File: src/design/srdc_pkg.sv
// Shared types and constants for the stepper ramp and direction controller.
// No dependencies; imported by every module of the block.
`default_nettype none

package srdc_pkg;

    // Request codes carried in req_type.
    localparam logic [1:0] REQ_FORWARD  = 2'd0;
    localparam logic [1:0] REQ_BACKWARD = 2'd1;
    localparam logic [1:0] REQ_STOP     = 2'd2;

    // Configuration register indexes.
    localparam logic [1:0] CFG_FAST_LIMIT  = 2'd0;
    localparam logic [1:0] CFG_SLOW_LIMIT  = 2'd1;
    localparam logic [1:0] CFG_DELAY_STEP  = 2'd2;
    localparam logic [1:0] CFG_FWD_LEVEL   = 2'd3;

    // Reset values.
    localparam logic [15:0] RST_FAST_LIMIT  = 16'd600;
    localparam logic [15:0] RST_SLOW_LIMIT  = 16'd5000;
    localparam logic [7:0]  RST_DELAY_STEP  = 8'd10;
    localparam logic        RST_FWD_LEVEL   = 1'b1;
    localparam logic [15:0] RST_STEP_DELAY  = 16'd5000;

    typedef struct packed {
        logic [15:0] fast_limit;
        logic [15:0] slow_limit;
        logic [7:0]  delay_step;
        logic        fwd_level;
    } t_cfg;

    typedef struct packed {
        logic [31:0] last_time;
        logic [15:0] step_delay;
        logic        stopped;
        logic        current_dir;
    } t_ramp_state;

endpackage

`default_nettype wire

File: src/design/srdc_cfg_regs.sv
// Configuration register file of the stepper ramp controller.
// Depends on srdc_pkg for the register indexes, reset values and t_cfg.
`default_nettype none

module srdc_cfg_regs
    import srdc_pkg::*;
(
    input  wire logic        i_clk,
    input  wire logic        i_rst_n,
    input  wire logic        i_wr_en,
    input  wire logic [1:0]  i_wr_index,
    input  wire logic [15:0] i_wr_data,
    output t_cfg             o_cfg
);

    t_cfg r_cfg;

    always_ff @(posedge i_clk) begin
        if (!i_rst_n) begin
            r_cfg.fast_limit <= RST_FAST_LIMIT;
            r_cfg.slow_limit <= RST_SLOW_LIMIT;
            r_cfg.delay_step <= RST_DELAY_STEP;
            r_cfg.fwd_level  <= RST_FWD_LEVEL;
        end else if (i_wr_en) begin
            case (i_wr_index)
                CFG_FAST_LIMIT: r_cfg.fast_limit <= i_wr_data;
                CFG_SLOW_LIMIT: r_cfg.slow_limit <= i_wr_data;
                CFG_DELAY_STEP: r_cfg.delay_step <= i_wr_data[7:0];
                CFG_FWD_LEVEL:  r_cfg.fwd_level  <= i_wr_data[0];
                default:        r_cfg <= r_cfg;
            endcase
        end
    end

    assign o_cfg = r_cfg;

endmodule

`default_nettype wire

File: src/design/srdc_ramp_core.sv
// Combinational next-state logic of the stepper ramp: deceleration, direction
// flip and acceleration for one move request, or the delay reset of a stop request. Depends on srdc_pkg.
`default_nettype none

module srdc_ramp_core
    import srdc_pkg::*;
(
    input  wire logic [1:0]  i_req_type,
    input  wire logic [31:0] i_now_us,
    input  wire t_cfg        i_cfg,
    input  wire t_ramp_state i_state,
    output t_ramp_state      o_state,
    output logic             o_step_pulse
);

    logic [31:0] elapsed;
    logic        is_move;
    logic        reverse;
    logic        due_first;
    logic        slow_step;
    logic        slow_stop;
    logic [16:0] grow_sum;
    logic [15:0] delay_mid;
    logic        stopped_mid;
    logic        dir_mid;
    logic        due_second;
    logic        fast_step;
    logic [15:0] delay_fast;

    always_comb begin
        elapsed   = i_now_us - i_state.last_time;
        is_move   = (i_req_type == REQ_FORWARD) || (i_req_type == REQ_BACKWARD);
        // Reversal when the current direction differs from the requested one.
        reverse   = is_move &&
                    ((i_state.current_dir == i_cfg.fwd_level) !=
                     (i_req_type == REQ_FORWARD));
        due_first = elapsed >= {16'd0, i_state.step_delay};
        slow_step = reverse && due_first && (i_state.step_delay < i_cfg.slow_limit);
        slow_stop = reverse && due_first && !(i_state.step_delay < i_cfg.slow_limit);

        grow_sum  = {1'b0, i_state.step_delay} + {9'd0, i_cfg.delay_step};
        delay_mid = slow_step ? (grow_sum[16] ? 16'hFFFF : grow_sum[15:0])
                              : i_state.step_delay;

        stopped_mid = i_state.stopped || slow_stop;
        dir_mid     = (reverse && stopped_mid) ? ~i_state.current_dir
                                               : i_state.current_dir;

        // After a deceleration step the last step time equals now.
        due_second = slow_step ? (delay_mid == 16'd0)
                               : (elapsed >= {16'd0, delay_mid});
        fast_step  = is_move && due_second;

        if (fast_step && (delay_mid > i_cfg.fast_limit)) begin
            delay_fast = (delay_mid > {8'd0, i_cfg.delay_step})
                       ? delay_mid - {8'd0, i_cfg.delay_step} : 16'd0;
        end else begin
            delay_fast = delay_mid;
        end

        o_state = i_state;
        if (is_move) begin
            o_state.step_delay  = delay_fast;
            o_state.stopped     = 1'b0;
            o_state.current_dir = dir_mid;
            if (slow_step || fast_step) begin
                o_state.last_time = i_now_us;
            end
        end else if (i_req_type == REQ_STOP) begin
            o_state.step_delay = i_cfg.slow_limit;
        end
        o_step_pulse = slow_step || fast_step;
    end

endmodule

`default_nettype wire

File: src/design/stepper_ramp_direction_control_top.sv
// Top level of the stepper ramp and direction controller: input register,
// ramp state, result register. Depends on srdc_pkg, srdc_cfg_regs, srdc_ramp_core.
`default_nettype none

// Channel     Handshake                     Payload
// request     i_in_valid / o_in_ready       i_req_type, i_now_us
// result      o_out_valid / i_out_ready     o_step_pulse, o_direction, o_stopped_flag
// config      i_cfg_valid / o_cfg_ready     i_cfg_index, i_cfg_data
//
// A request transaction is captured in the input register, evaluated against the
// ramp state by the single ramp stage, and lands in the result register; one
// transaction per cycle is sustained while the result register is not stalled.
// Reset (synchronous, active low) restores the configuration and ramp state.
// When the result register is full and not taken, a held input transaction stays and
// o_in_ready drops; a taken result frees both stages in the same cycle.
// Configuration writes are always accepted.

module stepper_ramp_direction_control_top
    import srdc_pkg::*;
(
    input  wire logic        i_clk,
    input  wire logic        i_rst_n,

    input  wire logic        i_in_valid,
    output logic             o_in_ready,
    input  wire logic [1:0]  i_req_type,
    input  wire logic [31:0] i_now_us,

    output logic             o_out_valid,
    input  wire logic        i_out_ready,
    output logic             o_step_pulse,
    output logic             o_direction,
    output logic             o_stopped_flag,

    input  wire logic        i_cfg_valid,
    output logic             o_cfg_ready,
    input  wire logic [1:0]  i_cfg_index,
    input  wire logic [15:0] i_cfg_data
);

    t_cfg        cfg;
    t_ramp_state r_state;
    t_ramp_state n_state;
    logic        n_pulse;

    // Input register.
    logic        r_in_valid;
    logic [1:0]  r_req_type;
    logic [31:0] r_now_us;

    // Result register.
    logic        r_out_valid;
    logic        r_step_pulse;
    logic        r_direction;
    logic        r_stopped_flag;

    logic        advance;

    assign o_cfg_ready = 1'b1;

    srdc_cfg_regs u_cfg (
        .i_clk      (i_clk),
        .i_rst_n    (i_rst_n),
        .i_wr_en    (i_cfg_valid),
        .i_wr_index (i_cfg_index),
        .i_wr_data  (i_cfg_data),
        .o_cfg      (cfg)
    );

    srdc_ramp_core u_core (
        .i_req_type   (r_req_type),
        .i_now_us     (r_now_us),
        .i_cfg        (cfg),
        .i_state      (r_state),
        .o_state      (n_state),
        .o_step_pulse (n_pulse)
    );

    // The ramp stage moves when it holds a transaction and the result slot is free
    // or being emptied this cycle.
    assign advance    = r_in_valid && (!r_out_valid || i_out_ready);
    assign o_in_ready = !r_in_valid || advance;

    always_ff @(posedge i_clk) begin
        if (!i_rst_n) begin
            r_in_valid <= 1'b0;
        end else if (o_in_ready) begin
            r_in_valid <= i_in_valid;
        end
    end

    always_ff @(posedge i_clk) begin
        if (o_in_ready && i_in_valid) begin
            r_req_type <= i_req_type;
            r_now_us   <= i_now_us;
        end
    end

    // Ramp state is updated once per evaluated transaction.
    always_ff @(posedge i_clk) begin
        if (!i_rst_n) begin
            r_state.last_time   <= 32'd0;
            r_state.step_delay  <= RST_STEP_DELAY;
            r_state.stopped     <= 1'b1;
            r_state.current_dir <= RST_FWD_LEVEL;
        end else if (advance) begin
            r_state <= n_state;
        end
    end

    always_ff @(posedge i_clk) begin
        if (!i_rst_n) begin
            r_out_valid <= 1'b0;
        end else if (advance) begin
            r_out_valid <= 1'b1;
        end else if (i_out_ready) begin
            r_out_valid <= 1'b0;
        end
    end

    always_ff @(posedge i_clk) begin
        if (advance) begin
            r_step_pulse   <= n_pulse;
            r_direction    <= n_state.current_dir;
            r_stopped_flag <= n_state.stopped;
        end
    end

    assign o_out_valid    = r_out_valid;
    assign o_step_pulse   = r_step_pulse;
    assign o_direction    = r_direction;
    assign o_stopped_flag = r_stopped_flag;

endmodule

`default_nettype wire

File: config.mk
export PLATFORM = sky130hd
export DESIGN_NAME = stepper_ramp_direction_control_top
export DESIGN_NICKNAME = d
export VERILOG_FILES = /design/src/design/srdc_pkg.sv /design/src/design/srdc_cfg_regs.sv /design/src/design/srdc_ramp_core.sv /design/src/design/stepper_ramp_direction_control_top.sv
export SDC_FILE = /design/constraint.sdc
export NUM_CORES = 1
export LEC_CHECK = 0
export ABC_AREA = 1
export BUFFER_PORTS_ARGS = -buffer_cell sky130_fd_sc_hd__buf_2
export CAP_MARGIN = 20
export CORE_ASPECT_RATIO = 1.4
export CORE_UTILIZATION = 55
export CTS_CLUSTER_SIZE = 30
export DETAILED_ROUTE_END_ITERATION = 10
export HOLD_SLACK_MARGIN = 0.06
export PLACE_DENSITY = 0.76
export SETUP_SLACK_MARGIN = 0.15
export SYNTH_ARGS = -nofsm -noshare
export SYNTH_HDL_FRONTEND = slang
export SYNTH_SLANG_ARGS = --single-unit
File: constraint.sdc
create_clock -name i_clk -period 4.9 [get_ports i_clk]
set_input_delay 0.735 -clock i_clk [delete_from_list [all_inputs] [get_ports i_clk]]
set_output_delay 0.735 -clock i_clk [all_outputs]
set_load 0.03 [all_outputs]
==> results of run 1 <==
==> area by class of cell <==
type / instances / share of cell area (%)
Sequential cell: 130 / 20.4
Clock inverter: 14 / 1.10
Inverter: 288 / 7.41
Multi-Input combinational cell: 1163 / 50.3
Tap cell: 244 / 2.09
Timing Repair Buffer: 292 / 15.8
Clock buffer: 18 / 3.01
==> path summary, 6_finish.rpt <==
path	to	slack [ns]	depth (start not counted)	startpoint
worst max-delay path	r_state[35]$_SDFFE_PN0P_	-0.34	38	r_now_us[2]$_DFFE_PP_
worst min-delay path	r_now_us[28]$_DFFE_PP_	0.46	1	i_now_us[28]
worst max register to register	r_state[35]$_SDFFE_PN0P_	-0.34	38	r_now_us[2]$_DFFE_PP_
worst min register to register	r_state[39]$_SDFFE_PN0P_	0.46	2	r_state[39]$_SDFFE_PN0P_
==> stage by stage <==
step	util, %	hold slack, ns	area (µm²)	setup slack (ns)
CTS	74.2	0.451	13900	-0.0376
floorplan	-	0.435	10600	0.177
global placement	66.0	0.446	12400	-0.305
finish	77.8	0.456	14600	-0.337
global route	77.8	0.448	14600	-0.570
detailed placement	66.0	0.453	12400	-0.376
==> sequential cells by signal (all words and copies together), names as in the netlist <==
signal	cells
r_req_type	2
r_state	50
o_out_valid	1
o_direction	1
r_now_us	32
o_step_pulse	1
u_cfg.o_cfg	41
o_stopped_flag	1
r_in_valid	1
==> logic make-up (layout without fill, tap and decap cells) <==
group / after synthesis / in the layout / share of synthesized area, %
buf+inv: 326 / 612 / 12.1
simple gates: 739 / 742 / 30.1
flops: 130 / 130 / 27.9
xor+xnor: 31 / 31 / 2.55
fa+ha+maj: 110 / 110 / 13.2
compound gates: 279 / 279 / 14.1
other cells: 1 / 1 / 0.0353
==> synth_stat cells, types with 4 or more instances <==
| library cell | number |
|---|---|
| clkinv_1 | 7 |
| o21ai_0 | 103 |
| or2_2 | 5 |
| xnor2_1 | 4 |
| o21bai_1 | 5 |
| a21oi_2 | 4 |
| a21oi_1 | 132 |
| inv_1 | 272 |
| ha_1 | 107 |
| dfxtp_1 | 93 |
| nor2_2 | 18 |
| inv_2 | 9 |
| xor2_1 | 27 |
| nand4_1 | 41 |
| o21ai_1 | 4 |
| nand3_1 | 74 |
| edfxtp_1 | 37 |
| o211ai_1 | 13 |
| clkbuf_1 | 26 |
| nand2_2 | 24 |
| a211oi_1 | 6 |
| nor3_1 | 15 |
| nand2_1 | 451 |
| nor2_1 | 94 |
==> power by group through the flow <==
stage                     combinational (mW)  clock, mW  sequential (mW)
after floorplan                        0.983          0             1.22
after global placement                  1.64          0             1.23
after detailed placement                1.66          0             1.24
after CTS                               1.86       1.38             1.21
after global routing                    2.27       1.43             1.22
final                                   2.10       1.39             1.22
==> what timing repair did <==
action | in CTS | in global routing
gates resized for setup | 142 | 116
endpoints found under the setup margin | 49 | 49
gates cloned | 7 | 2
pin swaps | 40 | 64
setup buffers | 24 | 26
==> layer usage <==
layer / wire, µm / share of wire, %
met1: 13500 / 32
met2: 20700 / 50
met3: 2920 / 7.0
met4: 4480 / 11
met5: 0 / 0
==> critical path: cells and delay by family (launching register included) <==
family                   cells  cell delay, ns
XOR/XNOR                     1            0.21
adder cells (fa/ha/maj)      3            0.93
buffers and inverters        7            1.01
flip-flops                   1            0.43
AND/OR/NAND/NOR             20            1.57
AO/OA/AOI/OAI                7            0.91
==> results.py, run 1 <==
metrics = {
    "clocking": {
        "htreeDepth": 4,
        "cts-root-buf": "clkbuf_16",
        "cts_hold_buf": 0,
        "cts_buffers": 17,
        "cts.reportedPaths.clkPinSlew_ns": 0.07,
        "tritoncts": "yes",
        "cts_sinks": 130,
        "clock_latency_ns": 0.45,
        "clockBufferDepth": 2,
    },
    "synth": {
        "synth_warnings": 0,
        "syn_inst": 1616,
        "synth_top_area_share_pct": 17.5,
        "ys_top_cells_by_area": "dfxtp_1, nand2_1, ha_1",
        "ys_types": 47,
        "synth_edf_count": 37,
        "synth-main-ff-cell": "dfxtp_1",
        "synth_seq_area_share_pct": 27.9,
        "syn_nets": 1783,
        "avgSynthCellArea_um2": 6.58,
        "syn-cell-area_um2": 10600,
        "synth_seq_cells": 130,
        "yosys.area.top_type": "dfxtp_1",
        "async_flop_share_pct": 0,
    },
    "layout": {
        "multi_input_area_um2": 7330,
        "area_growth_pct": 37.2,
        "layout-drive-gt1-share_pct": 30.1,
        "final_common_cell": "nand2_1",
        "seqCellArea_um2": 2970,
        "layout_common_cells": "nand2_1, inv_1, buf_4",
        "nFillCells": 1393,
        "diodes": 0,
        "nNetsFinal": 2059,
        "instances_no_fill": 2149,
    },
    "sta": {
        "rsz0062_at_grt": "true",
        "finalSetupTns_ns": -12.20,
        "max_freq_ghz": 0.191,
        "report.final.slew_viol_count": 0,
        "slew_headroom_pct": 35.9,
        "worst_pin_slew_ns": 0.962,
        "period_needed_ns": 5.24,
        "worst_clock_skew_ns": 0.0205,
        "timing_hold_violations_final": 0,
        "fin_ws_ns": -0.337,
        "period_share_pct": 107,
        "finalSetupViolCount": 49,
    },
    "global_routing": {
        "grt_util_met1_pct": 36.6,
        "grt_use_total_pct": 39.6,
        "grt_pass1_vias": 11700,
        "grt_max_degree": 51,
        "gr-total-overflow": 0,
        "grt_pass1_wl_mm": 59.9,
        "antenna_found_initial": 0,
        "grt-busiest-layer": "met2",
        "gr-usage-met3_pct": 8.80,
        "use_met2_pct": 72.0,
    },
    "placement": {
        "globalplace.congestion": 1.05,
        "portBuffers": 61,
        "hpwl_mm": 28.8,
        "dp_cells": 2058,
    },
    "worst_setup_path": {
        "crit_type": "reg -> reg",
        "path_max_fanout": 6,
        "cp_common_cell": "nand2_1",
        "startpoint_type": "register",
        "critPathArrivalTime_ns": 5.57,
        "worstPathRequired_ns": 5.23,
        "cp_slowest_cell": "edfxtp_1",
        "cpPeakStageDelay_ns": 0.43,
        "end_kind": "register",
    },
    "pwr": {
        "p_comb_share_pct": 44.7,
        "p_leak_nw": 7.19,
        "netSwitchingFraction_pct": 39.6,
        "pwr-share-clk_pct": 29.4,
        "power-per-cell-area_nw_per_um2": 323,
        "switchingPower_mw": 1.87,
        "peakVddDrop_v": 0.000281,
        "finalPower_mw": 4.71,
        "internal_power_mw": 2.84,
        "power_frac_seq_pct": 25.9,
    },
    "route": {
        "firstDrtPassIters": 6,
        "finalWirelength_mm": 41.5,
        "num_vias": 12100,
        "drt-initial-drc-count": 878,
        "drtAntennaViolNets": 0,
        "routed_via_density": 5.63,
        "wl_per_cell_um": 19.3,
        "post-route-drc-count": 0,
    },
    "floorplanning": {
        "die_w_um": 120,
        "dieArea_um2": 19900,
        "die_y_um": 167,
        "initial_core_util_pct": 56.7,
        "ios": 63,
        "rows": 59,
        "core_area_um2": 18800,
    },
    "job": {
        "drv_cap": 0,
    },
    "worst_hold_path": {
        "hold_path_class": "in -> reg",
    },
    "outcome": {
        "status": "finished, violations left",
        "violations": "setup timing",
    },
}
Power figures use the tool's default switching activity.
==> inputs of run 2 (changes only) <==
- SETUP_SLACK_MARGIN: 0.15 -> 0.4
==> results.py, run 2 (same netlist as run 1, synthesis figures left out) <==
metrics = {
    "worst_setup_path": {
        "crit_type": "reg -> reg",
        "critPathArrivalTime_ns": 5.56,
        "cp_common_cell": "nand2_1",
        "r2r-start": "r_now_us[0]$_DFFE_PP_",
        "r2r.worst_path.cells": 39,
        "r2r_end": "r_state[4]$_SDFFE_PN0P_",
        "end_kind": "register",
        "cp_slowest_cell": "edfxtp_1",
        "startpoint_type": "register",
        "cpPeakStageDelay_ns": 0.39,
        "r2r_slack_ns": -0.28,
        "path_max_fanout": 8,
        "worstPathRequired_ns": 5.27,
    },
    "worst_hold_path": {
        "min_to": "r_now_us[4]$_DFFE_PP_",
        "hold_path_class": "in -> reg",
        "hold_depth": 1,
        "holdCritStartpoint": "i_now_us[4]",
    },
    "floorplanning": {
        "dieArea_um2": 19900,
        "initial_core_util_pct": 56.7,
        "ios": 63,
        "die_w_um": 120,
        "core_area_um2": 18800,
        "rows": 59,
        "die_y_um": 167,
    },
    "global_routing": {
        "grt_pass1_wl_mm": 53.6,
        "grt_max_degree": 43,
        "gr-total-overflow": 0,
        "antenna_found_initial": 0,
        "grt_util_met1_pct": 35.1,
        "grt-busiest-layer": "met2",
        "grt_pass1_vias": 11100,
        "grt_use_total_pct": 34.4,
        "gr-usage-met3_pct": 4.69,
        "use_met2_pct": 63.5,
    },
    "sta": {
        "rsz0062_at_grt": "true",
        "worst_clock_skew_ns": 0.0122,
        "period_needed_ns": 5.18,
        "period_share_pct": 106,
        "timing_hold_violations_final": 0,
        "report.final.slew_viol_count": 0,
        "worst_pin_slew_ns": 1.02,
        "slew_headroom_pct": 32.0,
        "finalSetupViolCount": 48,
        "fin_ws_ns": -0.283,
        "max_freq_ghz": 0.193,
    },
    "pwr": {
        "pwr-share-clk_pct": 30.1,
        "internal_power_mw": 2.87,
        "p_leak_nw": 6.92,
        "power_frac_seq_pct": 26.4,
        "peakVddDrop_v": 0.000245,
        "power-per-cell-area_nw_per_um2": 322,
        "finalPower_mw": 4.62,
        "switchingPower_mw": 1.75,
        "p_comb_share_pct": 43.5,
        "netSwitchingFraction_pct": 37.9,
    },
    "route": {
        "routed_via_density": 5.66,
        "post-route-drc-count": 0,
        "firstDrtPassIters": 6,
        "wl_per_cell_um": 18.2,
        "finalWirelength_mm": 37.9,
        "drtAntennaViolNets": 0,
        "drt-initial-drc-count": 823,
        "num_vias": 11800,
    },
    "layout": {
        "layout-drive-gt1-share_pct": 27.9,
        "diodes": 0,
        "final_core_util_pct": 76.4,
        "nNetsFinal": 1992,
        "layout_common_cells": "nand2_1, inv_1, buf_4",
        "area_growth_pct": 34.6,
        "largest_reg_flops": 50,
        "finish.instance_area_um2": 14300,
        "nFillCells": 1411,
        "instances_no_fill": 2082,
        "largest-register": "r_state",
        "final_common_cell": "nand2_1",
    },
    "clocking": {
        "tritoncts": "yes",
        "clockBufferDepth": 2,
        "cts_sinks": 130,
        "cts_hold_buf": 0,
        "cts_buffers": 17,
        "cts.reportedPaths.clkPinSlew_ns": 0.06,
        "cts-root-buf": "clkbuf_16",
        "htreeDepth": 4,
        "clock_latency_ns": 0.44,
    },
    "placement": {
        "globalplace.congestion": 0.997,
        "hpwl_mm": 25.6,
        "dpl-instance-area_um2": 11900,
        "dp_cells": 2000,
        "portBuffers": 61,
    },
    "outcome": {
        "status": "finished, violations left",
        "violations": "setup timing",
    },
    "job": {
        "drv_cap": 0,
    },
}
[run 2: cell types whose count changed in the layout (fill, tap and decap cells not counted), moves of 8 or more]
cell and change:
buf_4 -65, nand2_2 -17, nand2_4 +10, ha_4 +9, clkbuf_16 +8, o21ai_1 +8
[run 2: through the flow]
stage / setup TNS (ns) / hold slack (ns) / setup slack, ns
global route: -21.31 / 0.464 / -0.598
detailed placement: -10.36 / 0.452 / -0.314
finish: -8.48 / 0.461 / -0.283
CTS: -0.943 / 0.462 / -0.0564
global placement: -3.26 / 0.446 / -0.168
floorplan: 0 / 0.435 / 0.424
[run 2: timing repair]
action	4_1_cts	5_1_grt
pin swaps	30	76
resized for setup	88	189
cloned	4	7
buffers inserted	19	20
setup endpoints to repair	49	49
[run 2: how the worst max path moves through the flow]
stage / from / endpoint / slack (ns) / cells past startpoint
finish: r_now_us[0]$_DFFE_PP_ / r_state[4]$_SDFFE_PN0P_ / -0.28 / 39
global route: r_now_us[7]$_DFFE_PP_ / r_state[4]$_SDFFE_PN0P_ / -0.60 / 36
floorplan: r_now_us[2]$_DFFE_PP_ / r_state[9]$_SDFFE_PN1P_ / 0.42 / 40
CTS: r_now_us[2]$_DFFE_PP_ / r_state[13]$_SDFFE_PN0P_ / -0.06 / 33
global placement: r_now_us[0]$_DFFE_PP_ / r_state[12]$_SDFFE_PN0P_ / -0.17 / 35
detailed placement: r_now_us[2]$_DFFE_PP_ / r_state[13]$_SDFFE_PN0P_ / -0.31 / 35
[run 2: per-layer routing]
metal	wire length, µm	part of all wire, %	vias to the layer above
li1	-	-	5609
met1	13500	36	5422
met2	18900	50	513
met3	1950	5.1	232
met4	3500	9.2	0
met5	0	0	-
[run 2: layout make-up]
cell class	instances	area (µm²)	area share, %
repair buffers	225	1800	12.6
multi-input cells	1163	7500	52.4
flip-flops and latches	130	2970	20.8
well taps	244	305	2.13
clock buffers	25	572	3.99
inverters	288	1090	7.64
clock inverters	7	78.8	0.551
[run 2: critical path, delay by kind of cell (launching register included)]
kind | cells | cell delay, ns
flip-flops | 1 | 0.39
adder cells (fa/ha/maj) | 4 | 1.03
buffers and inverters | 5 | 0.67
AND/OR/NAND/NOR | 23 | 2.36
AO/OA/AOI/OAI | 6 | 0.47
XOR/XNOR | 1 | 0.19
[run 2: power by group through the flow]
stage	combinational (mW)	clock [mW]	sequential, mW
floorplan	0.988	0	1.22
global route	2.17	1.43	1.22
CTS	1.68	1.38	1.21
finish	2.01	1.39	1.22
detailed placement	1.52	0	1.23
global placement	1.50	0	1.23
==> inputs of run 3 (changes only) <==
- ABC_AREA: 1 -> 0
- CAP_MARGIN: 20 -> unset
==> results.py, run 3 <==
metrics = {
    "layout": {
        "area_growth_pct": 44.2,
        "nNetsFinal": 1729,
        "final_common_cell": "buf_4",
        "layout-drive-gt1-share_pct": 35.2,
        "diodes": 0,
        "finish.instance_area_um2": 14200,
        "largest-register": "r_state",
        "nFillCells": 1124,
        "layout_common_cells": "buf_4, nand2_1, inv_1",
        "largest_reg_flops": 50,
    },
    "worst_setup_path": {
        "path_max_fanout": 4,
        "critPathArrivalTime_ns": 6.85,
        "worstPathRequired_ns": 5.23,
        "cpPeakStageDelay_ns": 0.40,
        "crit_start": "r_now_us[0]$_DFFE_PP_",
        "crit_path_end": "r_state[15]$_SDFFE_PN0P_",
        "r2r-start": "r_now_us[0]$_DFFE_PP_",
        "r2r_end": "r_state[15]$_SDFFE_PN0P_",
        "startpoint_type": "register",
        "crit_type": "reg -> reg",
        "end_kind": "register",
        "cp_slowest_cell": "fa_2",
        "r2r_slack_ns": -1.62,
        "r2r.worst_path.cells": 34,
    },
    "global_routing": {
        "antenna_found_initial": 1,
        "grt_pass1_vias": 11300,
        "grt_pass1_wl_mm": 60.7,
        "gr-total-overflow": 0,
        "grt_max_degree": 52,
        "grt_use_total_pct": 45.0,
    },
    "sta": {
        "fin_ws_ns": -1.62,
        "worst_clock_skew_ns": 0.0198,
        "rsz0062_at_grt": "true",
        "finalSetupViolCount": 49,
        "period_needed_ns": 6.52,
        "holdWs_ns": 0.457,
        "timing_hold_violations_final": 0,
        "worst_pin_slew_ns": 1.20,
        "report.final.slew_viol_count": 0,
        "finalSetupTns_ns": -70.71,
        "period_share_pct": 133,
        "slew_headroom_pct": 19.6,
        "max_freq_ghz": 0.153,
    },
    "pwr": {
        "switchingPower_mw": 1.47,
        "internal_power_mw": 2.61,
        "p_leak_nw": 6.45,
        "peakVddDrop_v": 0.000248,
        "power-per-cell-area_nw_per_um2": 288,
        "power_frac_seq_pct": 29.3,
        "pwr-share-clk_pct": 31.5,
        "netSwitchingFraction_pct": 35.9,
        "p_comb_share_pct": 39.2,
    },
    "route": {
        "finalWirelength_mm": 39.6,
        "route.top_layer_used": "met5",
        "dr_wl_met2_mm": 19.0,
        "routed_via_density": 6.09,
        "drt-initial-drc-count": 834,
        "wl_met3_mm": 3.30,
        "drtAntennaViolNets": 0,
        "firstDrtPassIters": 8,
        "post-route-drc-count": 0,
        "met1_length_mm": 12.5,
        "num_vias": 11000,
        "wl_per_cell_um": 21.9,
    },
    "synth": {
        "ys_top_cells_by_count": "nand2_1, a21oi_1, inv_1",
        "syn_inst": 1193,
        "syn_nets": 1360,
        "synth-main-ff-cell": "dfxtp_1",
        "avgSynthCellArea_um2": 8.24,
        "synth_seq_cells": 130,
        "synth_seq_area_share_pct": 30.2,
        "synth_edf_count": 37,
        "ys_top_cells_by_area": "dfxtp_1, ha_1, edfxtp_1",
        "synth_warnings": 0,
        "syn-cell-area_um2": 9830,
        "ys_types": 99,
        "synth_top_area_share_pct": 18.9,
        "synth.most_common_cell": "nand2_1",
        "async_flop_share_pct": 0,
        "yosys.area.top_type": "dfxtp_1",
    },
    "worst_hold_path": {
        "hold_path_class": "reg -> reg",
        "hold_depth": 2,
    },
    "placement": {
        "globalplace.congestion": 1.03,
        "portBuffers": 61,
        "dpl-instance-area_um2": 12600,
        "hpwl_mm": 26.8,
    },
    "clocking": {
        "clockBufferDepth": 2,
        "clock_latency_ns": 0.45,
        "htreeDepth": 4,
        "tritoncts": "yes",
        "cts_sinks": 130,
        "cts-root-buf": "clkbuf_16",
        "cts.reportedPaths.clkPinSlew_ns": 0.07,
        "cts_buffers": 17,
    },
    "outcome": {
        "violations": "setup timing",
        "status": "finished, violations left",
    },
    "floorplanning": {
        "rows": 57,
        "core_area_um2": 17400,
        "die_y_um": 160,
        "dieArea_um2": 18400,
        "die_w_um": 115,
        "ios": 63,
        "initial_core_util_pct": 56.5,
    },
    "job": {
        "drv_cap": 0,
    },
}
[run 3: changes by cell type after synthesis, moves of 19 or more]
cell,previous run,this run
a21o_1,3,30
inv_1,272,122
mux2i_1,0,37
nand2_1,451,137
nand2_2,24,2
nand3_1,74,20
nand4_1,41,22
o21ai_0,103,51
xnor2_1,4,26
[run 3: layout make-up]
class | instances | area (µm²) | area share (%)
clock buffers | 18 | 429 | 3.03
multi-input cells | 898 | 6860 | 48.4
flip-flops and latches | 130 | 2970 | 21.0
repair buffers | 393 | 3010 | 21.2
well taps | 236 | 295 | 2.08
inverters | 122 | 463 | 3.27
clock inverters | 14 | 140 | 0.989
[run 3: kinds of logic after synthesis]
kind of cell,Yosys count,synth area share (%)
buf+inv,165,6.60
simple gates,378,18.9
flops,130,30.2
fa+ha+maj,112,14.4
other cells,1,0.0381
mux,43,4.49
compound gates,326,21.9
xor+xnor,38,3.39
[run 3: layer usage]
metal  track usage (%)  vias up
li1                  -     5006
met1              41.3     5164
met2              75.1      564
met3              15.9      282
met4              43.1        4
met5              2.78        -
[run 3: power by group through the flow]
| stage | combinational [mW] | sequential, mW | clock (mW) |
|---|---|---|---|
| after detailed placement | 1.31 | 1.21 | 0 |
| final | 1.60 | 1.20 | 1.28 |
| after global routing | 1.70 | 1.20 | 1.32 |
| after global placement | 1.28 | 1.21 | 0 |
| after floorplan | 0.703 | 1.21 | 0 |
| after CTS | 1.46 | 1.19 | 1.28 |
[run 3: metrics by stage]
step	worst slack, ns	util [%]	cells	power, mW
after floorplan	-0.872	-	1193	1.91
after CTS	-1.30	80.4	1808	3.93
after global placement	-1.50	72.7	1749	2.49
after detailed placement	-1.82	72.7	1749	2.52
final	-1.62	81.4	1811	4.08
after global routing	-1.84	81.4	1811	4.22
[run 3: worst min path at each step]
stage               slack, ns                    startpoint                      endpoint
finish                   0.46  u_cfg.o_cfg[30]$_SDFFE_PN0P_  u_cfg.o_cfg[30]$_SDFFE_PN0P_
global route             0.46                   i_now_us[4]         r_now_us[4]$_DFFE_PP_
CTS                      0.46  u_cfg.o_cfg[30]$_SDFFE_PN0P_  u_cfg.o_cfg[30]$_SDFFE_PN0P_
detailed placement       0.45  u_cfg.o_cfg[30]$_SDFFE_PN0P_  u_cfg.o_cfg[30]$_SDFFE_PN0P_
global placement         0.44  u_cfg.o_cfg[30]$_SDFFE_PN0P_  u_cfg.o_cfg[30]$_SDFFE_PN0P_
floorplan                0.43       r_state[1]$_SDFFE_PN1P_       r_state[1]$_SDFFE_PN1P_
[run 3: critical path, delay by kind of cell (launching register included)]
kind / cells / cell delay (ns)
mux: 1 / 0.29
buf+inv: 3 / 0.29
fa+ha+maj: 4 / 1.07
simple gates: 11 / 1.52
xor+xnor: 2 / 0.27
compound gates: 13 / 2.64
flops: 1 / 0.36
[run 3: timing repair]
| action | 4_1_cts | 5_1_grt |
|---|---|---|
| gates resized for setup | 93 | 34 |
| hold buffers | 0 | 0 |
| gates cloned | 6 | 0 |
| pin swaps | 59 | 24 |
| buffers inserted | 21 | 3 |
| setup endpoints to repair | 49 | 50 |
